## src/olst_pkg.sv

```systemverilog
// Shared types and constants of the ordered list engine.
package olst_pkg;

  localparam int OLST_CAPACITY = 1024;
  localparam int REQ_W         = 3;
  localparam int POS_W         = 11;
  localparam int VAL_W         = 32;
  localparam int STAT_W        = 2;
  localparam int IDX_W         = 11;
  localparam int CNT_W         = 11;

  typedef enum logic [REQ_W-1:0] {
    REQ_PUSH_BACK  = 3'd0,
    REQ_POP_BACK   = 3'd1,
    REQ_PUSH_FRONT = 3'd2,
    REQ_POP_FRONT  = 3'd3,
    REQ_INSERT     = 3'd4,
    REQ_ERASE      = 3'd5,
    REQ_FIND       = 3'd6
  } olst_req_e;

  typedef enum logic [STAT_W-1:0] {
    STAT_OK    = 2'd0,
    STAT_EMPTY = 2'd1,
    STAT_RANGE = 2'd2,
    STAT_FULL  = 2'd3
  } olst_status_e;

  typedef enum logic [2:0] {
    S_IDLE,
    S_DECODE,
    S_SHIFT_UP,
    S_PUT,
    S_SHIFT_DN,
    S_FIND,
    S_RESULT
  } olst_state_e;

  // Commands from the controller to the datapath.
  typedef struct packed {
    logic load;
    logic decode;
    logic start;
    logic up_rd;
    logic dn_rd;
    logic find_rd;
    logic put_val;
    logic cnt_inc;
    logic cnt_dec;
    logic hit;
    logic publish;
  } olst_cmd_t;

  // Status from the datapath to the controller.
  typedef struct packed {
    olst_req_e    kind;
    olst_status_e status;
    logic         err;
    logic         up_more;
    logic         dn_more;
    logic         hit;
    logic         mv_busy;
    logic         out_busy;
  } olst_sts_t;

endpackage

```

## src/olst_ctrl.sv

```systemverilog
// Controller state machine of the ordered list engine.
module olst_ctrl (
  input  logic              clk_i,
  input  logic              rst_ni,
  input  logic              in_valid_i,
  output logic              in_ready_o,
  input  olst_pkg::olst_sts_t sts_i,
  output olst_pkg::olst_cmd_t cmd_o
);
  import olst_pkg::*;

  olst_state_e state_q, state_d;

  always_ff @(posedge clk_i or negedge rst_ni) begin
    if (!rst_ni) begin
      state_q <= S_IDLE;
    end else begin
      state_q <= state_d;
    end
  end

  always_comb begin
    state_d = state_q;
    case (state_q)
      S_IDLE: begin
        if (in_valid_i) state_d = S_DECODE;
      end
      S_DECODE: begin
        if (sts_i.err) begin
          state_d = S_RESULT;
        end else begin
          case (sts_i.kind)
            REQ_PUSH_FRONT, REQ_INSERT: state_d = S_SHIFT_UP;
            REQ_POP_FRONT, REQ_ERASE:   state_d = S_SHIFT_DN;
            REQ_FIND:                   state_d = S_FIND;
            default:                    state_d = S_RESULT;
          endcase
        end
      end
      S_SHIFT_UP: begin
        if (!sts_i.up_more) state_d = S_PUT;
      end
      S_PUT: state_d = S_RESULT;
      S_SHIFT_DN: begin
        if (!sts_i.dn_more) state_d = S_RESULT;
      end
      S_FIND: begin
        if (sts_i.hit || !sts_i.dn_more) state_d = S_RESULT;
      end
      S_RESULT: begin
        if (!sts_i.out_busy) state_d = S_IDLE;
      end
      default: state_d = S_IDLE;
    endcase
  end

  always_comb begin
    cmd_o      = '0;
    in_ready_o = 1'b0;
    case (state_q)
      S_IDLE: begin
        in_ready_o = 1'b1;
        cmd_o.load = in_valid_i;
      end
      S_DECODE: begin
        cmd_o.decode = 1'b1;
        if (!sts_i.err) begin
          case (sts_i.kind)
            REQ_PUSH_BACK: begin
              cmd_o.put_val = 1'b1;
              cmd_o.cnt_inc = 1'b1;
            end
            REQ_POP_BACK: cmd_o.cnt_dec = 1'b1;
            REQ_PUSH_FRONT, REQ_INSERT, REQ_POP_FRONT, REQ_ERASE, REQ_FIND: begin
              cmd_o.start = 1'b1;
            end
            default: ;
          endcase
        end
      end
      S_SHIFT_UP: cmd_o.up_rd = sts_i.up_more;
      S_PUT: begin
        cmd_o.put_val = 1'b1;
        cmd_o.cnt_inc = 1'b1;
      end
      S_SHIFT_DN: begin
        // The last moved entry is written back in the same cycle as the count drops.
        cmd_o.dn_rd   = sts_i.dn_more;
        cmd_o.cnt_dec = !sts_i.dn_more;
      end
      S_FIND: begin
        cmd_o.hit     = sts_i.hit;
        cmd_o.find_rd = !sts_i.hit && sts_i.dn_more;
      end
      S_RESULT: cmd_o.publish = !sts_i.out_busy;
      default: ;
    endcase
  end
endmodule

```

## config.mk

```make
export PLATFORM = sky130hd
export DESIGN_NAME = olst_ctrl
export DESIGN_NICKNAME = d
export VERILOG_FILES = /design/src/olst_pkg.sv /design/src/olst_ctrl.sv
export SDC_FILE = /design/constraint.sdc
export NUM_CORES = 1
export LEC_CHECK = 0
export BUFFER_PORTS_ARGS = -buffer_cell sky130_fd_sc_hd__buf_2
export CAP_MARGIN = 20
export CORE_AREA = 2 2 39 41
export DETAILED_ROUTE_END_ITERATION = 7
export DIE_AREA = 0 0 41 43
export RECOVER_POWER = 25
export SLEW_MARGIN = 20
export SYNTH_ARGS = -nofsm -noshare
export SYNTH_HDL_FRONTEND = slang
export SYNTH_SLANG_ARGS = --single-unit
```

## constraint.sdc

```tcl
create_clock -name clk_i -period 1.2 [get_ports clk_i]
set_clock_uncertainty 0.2 [all_clocks]
set_input_delay 0.06 -clock clk_i [delete_from_list [all_inputs] [get_ports clk_i]]
set_output_delay 0.06 -clock clk_i [all_outputs]
set_load 0.05 [all_outputs]
```

-- Yosys cells after proc, flatten, opt, wreduce, memory -nomap -nowiden
Index checks and enable logic that the tools add are counted.
- output and inout port bits: 12
- ROM bits: 0
- register bits: 3
- logic and storage cells: 52
- memories: 0
- bits of input ports: 14
- RAM bits: 0
- bits in latches: 0
- magnitude comparators: 0
- reduce and logical (&&, ||, !) cells: 11
- add/subtract/negate cells: 0
- div/mod/pow operators: 0
- mux-type cells: 23
- shifts and indexed selects: 0
- $mul: 0
- bitwise logic cells: 0
- equality and inequality tests: 17
- operators by type and width (cell ; number):
    3-bit 2-to-1 mux ; 7
    3-bit one-hot mux with 7 select lines ; 1
    3-bit == test, second input constant ; 6
    3-bit by 2-bit == test with 1-bit output, second input constant ; 4
    1-bit 2-to-1 mux ; 10
    2-bit inequality test, second input constant ; 5
    3-bit one-hot mux with 3 select lines ; 1
    3-bit by 1-bit == test with 1-bit output, second input constant ; 2
    3-bit logical NOT ; 2
    5-bit AND reduction ; 1
    5-bit OR reduction ; 1
    2-bit 2-to-1 mux ; 2
    2-bit one-hot mux with 2 select lines ; 1
    2-bit OR reduction ; 2
    1-bit logical NOT ; 3
    1-bit one-hot mux with 2 select lines ; 1
    1-bit logical AND ; 1
    1-bit logical OR ; 1

-- Depth between registers and ports, before layout
- depth after elaboration: 5
- depth in mapped cells: 4
- depth with buffers taken out: 3

-- Worst setup path after synthesis
OpenSTA, ideal clock, no wires.
- path kind: reg-to-output
- start: register state_q[0]
- end: output cmd_o[0] (netlist bit)
- data arrival time: 2.141 ns
- cell stages (with the launch flop): 3
- path buffers: 1
- data required time: 0.940 ns
- slack: -1.201 ns
- cells stage by stage: dfrtp_1 > buf_2 > nor4bb_1
- RTL lines (element ; RTL line ; source):
    start, declared ; olst_ctrl.sv:12 ; olst_state_e state_q, state_d;
    start signal, assigned ; olst_ctrl.sv:18 ; state_q <= state_d;
    end, declared ; olst_ctrl.sv:8 ; output olst_pkg::olst_cmd_t cmd_o

==> results.txt <==
- Pin count of the biggest net entering global routing: 12
- Subtracting the final worst setup slack from the clock period gives 1.64 ns.
- Cell type contributing the most total cell area after synthesis: sky130_fd_sc_hd__dfrtp_1
- Worst vdd ir: 0.00133 V
- Crit path kind: flip-flop to output pin
- Counting distinct cell types in the post-synthesis netlist gives 32.
* Dpl hpwl: ~950 µm
- I/O pin total: 26
- The global routing stage identified its most utilized layer as met2.
* Buffers plus inverters on the worst setup path: 1
- Vias: between 500 and 600
* Fraction of layout instances using a drive strength above 1: 71.3%
* Actual slew at the worst max-slew pin: 0.260 ns
- Avg Inst Size Synth: 8.46 µm²
- Top-area cell type share of the netlist area: between 15 and 20%
* Switching part of the total: 46.6%
- CP endpoint kind: output pin
* Fraction of registers with async set/reset: between 90% and 100%
- Across the run, the number of max-cap violations was 0.
- Counting every sink on the clock net gives 3.
- Dominant register cell in the synthesized netlist: sky130_fd_sc_hd__dfrtp_1
* Share of synthesized area occupied by flip-flops and latches: 17.8%
- Traced cell by cell, the critical path runs through nor2_2 > nand2_2 > a211oi_4 > buf_6.
- In this run, the clock network consumes 8.7% of the power.
- Kind of launch point of the worst setup path: flip-flop
* Cell Area, Placed: 724 µm²
* Total Nets Final: 109
- For the worst setup path, the data required time is 0.94 ns.
- Placeable core region: between 1000 and 1500 µm²
- The internal portion of the total power is 1.12 mW.
* Buffers from clock root to sink, at most: 2
- Comb pwr share: 78.9%
- In this run, CTS created clock tree buffers numbering 3.
* Cell count after synthesis: 50
- For this run, the total global-route usage over all layers was measured as 18.4%.
- Ranked by total cell area, the synthesized netlist is headed by sky130_fd_sc_hd__dfrtp_1 18%, sky130_fd_sc_hd__a21oi_1 5.9%, sky130_fd_sc_hd__nor4b_4 5.6%, sky130_fd_sc_hd__buf_6 5.3%, sky130_fd_sc_hd__and2_1 4.4%.
- The detail route stage leaves a number of antenna-violating nets equal to 0.
* Final-layout worst hold slack: -0.000497 ns
- Cell family with the largest share of critical-path delay: flip-flops
- Initial DRT Pass Iterations: 2
- The count of buffers added on input and output ports is 22.
- CTS tree: yes
* Number of diodes: 0
- In the final layout, the registers with the most flip-flops are state_q: 3 flops.
- FF/Latch Area: 78.8 µm²
* Worst skew pair latency: 0.24 ns
- Clock edge transition at the registers on the reported setup and hold paths: 0.04 ns
- The flow ran to the end, but the final reports show violations.
- In the routed design, unresolved DRC markers number 0.
* Number of global-route vias before repair: 530
- The first global-routing pass estimated 2.20 mm of wire.
- Met1 Usage GRT: 23.3%
- Most used standard cells in the synthesized netlist: 5 x sky130_fd_sc_hd__a21oi_1, 5 x sky130_fd_sc_hd__nor2_1
- Initial antenna violation count: 0
- In this run, synthesis produced a sequential element count of 3.
* Met2 global-route usage: 28.4%
* Netlist area before placement: 423 µm²
- The die covers approximately 1800 µm².
- Setup repair after global routing could not meet its margin everywhere.
* Final design instance area without fill: 920 µm²
- Grt total ovfl: 0
* Post-Syn Nets: 64
- PnR worst setup slack: -0.437 ns
* Number of enable flip-flop cells after synthesis: 0
* Final hold violation count: 1
- Worst R2R Setup Slack: -0.24 ns
- F_max: a little over 600 MHz
- The total count of max-transition violations in the final report was 0.
- Starting DRT DRC Count: 4
* Ratio of routed vias to standard cells: 4.67
* Worst path max stage delay: 0.46 ns
* Worst-path fanout max: 8
- H-tree levels: 1
* Worst-path cell with the longest stage delay: sky130_fd_sc_hd__dfrtp_2
- In the global route stage, met3 resource usage came out at 3.14%.
- The initial utilization of the core area, before any placement, comes to 30.6%.
- In this run the power spent charging and discharging nets is 973 µW.
* Sequential cell fraction of total power: 12.4%
- Largest Register: state_q
- Dividing the final minimum period by the clock period gives 136%.
* Die X-Extent: 41 µm
* Violations in the final reports: negative hold slack, negative setup slack
* Cell chosen for the clock root: sky130_fd_sc_hd__clkbuf_4
- The min-delay analysis places its worst path in the category input port to flip-flop.
- Fillers: 105
- Relative to the synthesized area, the layout overhead comes to 117%.
* Flip-flop count of the largest register, all copies and words added: 3
- The congestion estimate from routability-driven global placement came to 0.731.
- In this run the core area contains 14 standard-cell rows.
- Headroom to the max-slew limit: 82.6%
- After detailed routing, the average wire length per cell comes to 11.7 µm.
* Area of the multi-input gates: 385 µm²
- Count of warnings emitted by yosys: 0
* Leakage power: about 0.4 nW
- Count of endpoints failing setup in the final report: 15
* Die extent in y: 43 µm
- Routed WL: 1.29 mm
- At the worst endpoint, the arrival time is 1.38 ns.
- Dividing total power by cell area gives a power density of between 2000 and 2500 nW/µm².
==> placed cells by master, fill, tap and decap left out, drive strengths merged, types with 2 or more instances in the layout <==
cell type	synthesis	final
nand2	3	3
nor3	2	2
dlygate4sd3	0	3
buf	4	41
o21ai	3	3
and2	3	3
nor2	6	6
a21oi	5	5
dfrtp	3	3
nor2b	4	4
clkbuf	0	4
==> path summary, 6_finish.rpt <==
check / depth (start not counted) / start / end
worst max-delay path: 4 / state_q[2] / cmd_o[8]
worst min-delay path: 4 / sts_i[4] / state_q[0]
worst max register to register: 4 / state_q[1] / state_q[2]
worst min register to register: 1 / state_q[2] / state_q[2]
max in group asynchronous: 3 / rst_ni / state_q[0]
min in group asynchronous: 3 / rst_ni / state_q[2]
==> area by class of cell <==
| class | instances | share of cell area (%) |
|---|---|---|
| inverter | 1 | 0.408 |
| clock buffer | 4 | 2.86 |
| multi-input combinational | 42 | 41.9 |
| tap | 16 | 2.18 |
| sequential | 3 | 8.57 |
| timing repair buffer | 44 | 44.1 |
==> routing by layer <==
| layer | up-vias | routed length, µm |
|---|---|---|
| met4 | 0 | 0 |
| met5 | - | 0 |
| met3 | 0 | 43 |
| met2 | 11 | 687 |
| met1 | 238 | 557 |
| li1 | 265 | - |
==> worst register-to-register path, delay by kind of cell (launching register included) <==
kind / cells / cell delay [ns]
flip-flops: 1 / 0.46
AO/OA/AOI/OAI: 2 / 0.40
buffers and inverters: 2 / 0.27
==> metrics by stage <==
stage | power, mW | instances | util, % | setup TNS [ns] | setup WS, ns
2_1_floorplan | 1.23 | 50 | - | -3.32 | -0.487
3_3_place_gp | 1.59 | 100 | 52.4 | -3.21 | -0.288
3_5_place_dp | 1.60 | 100 | 52.4 | -3.51 | -0.317
4_1_cts | 2.03 | 109 | 64.6 | -4.87 | -0.435
5_1_grt | 2.23 | 110 | 66.5 | -5.77 | -0.505
6_report | 2.09 | 110 | 66.5 | -4.85 | -0.437
==> logic make-up after synthesis <==
family                    count (synthesis)  synth area share (%)
AOI/OAI and AO/OA                        12                  21.9
xor gates and xnor gates                  1                  2.07
buffers and inverters                     5                  9.17
DFF                                       3                  17.8
and+or+nand+nor                          29                  49.1
==> power groups by stage <==
stage	combinational, mW	sequential [mW]	clock [mW]
after global routing	1.76	0.272	0.202
after detailed placement	1.35	0.250	0
final	1.65	0.260	0.182
after floorplan	1.01	0.215	0
after global placement	1.34	0.247	0
after CTS	1.59	0.253	0.184
==> timing repair <==
item | in CTS | in global routing
pin swaps | 5 | 4
hold buffers | 3 | 0
gates resized for setup | 32 | 6
setup endpoints to repair | 15 | 15
endpoints found under the hold margin | 4 | 0
buffers inserted | 2 | 1
Note: power is estimated with default switching activity, not from simulation.
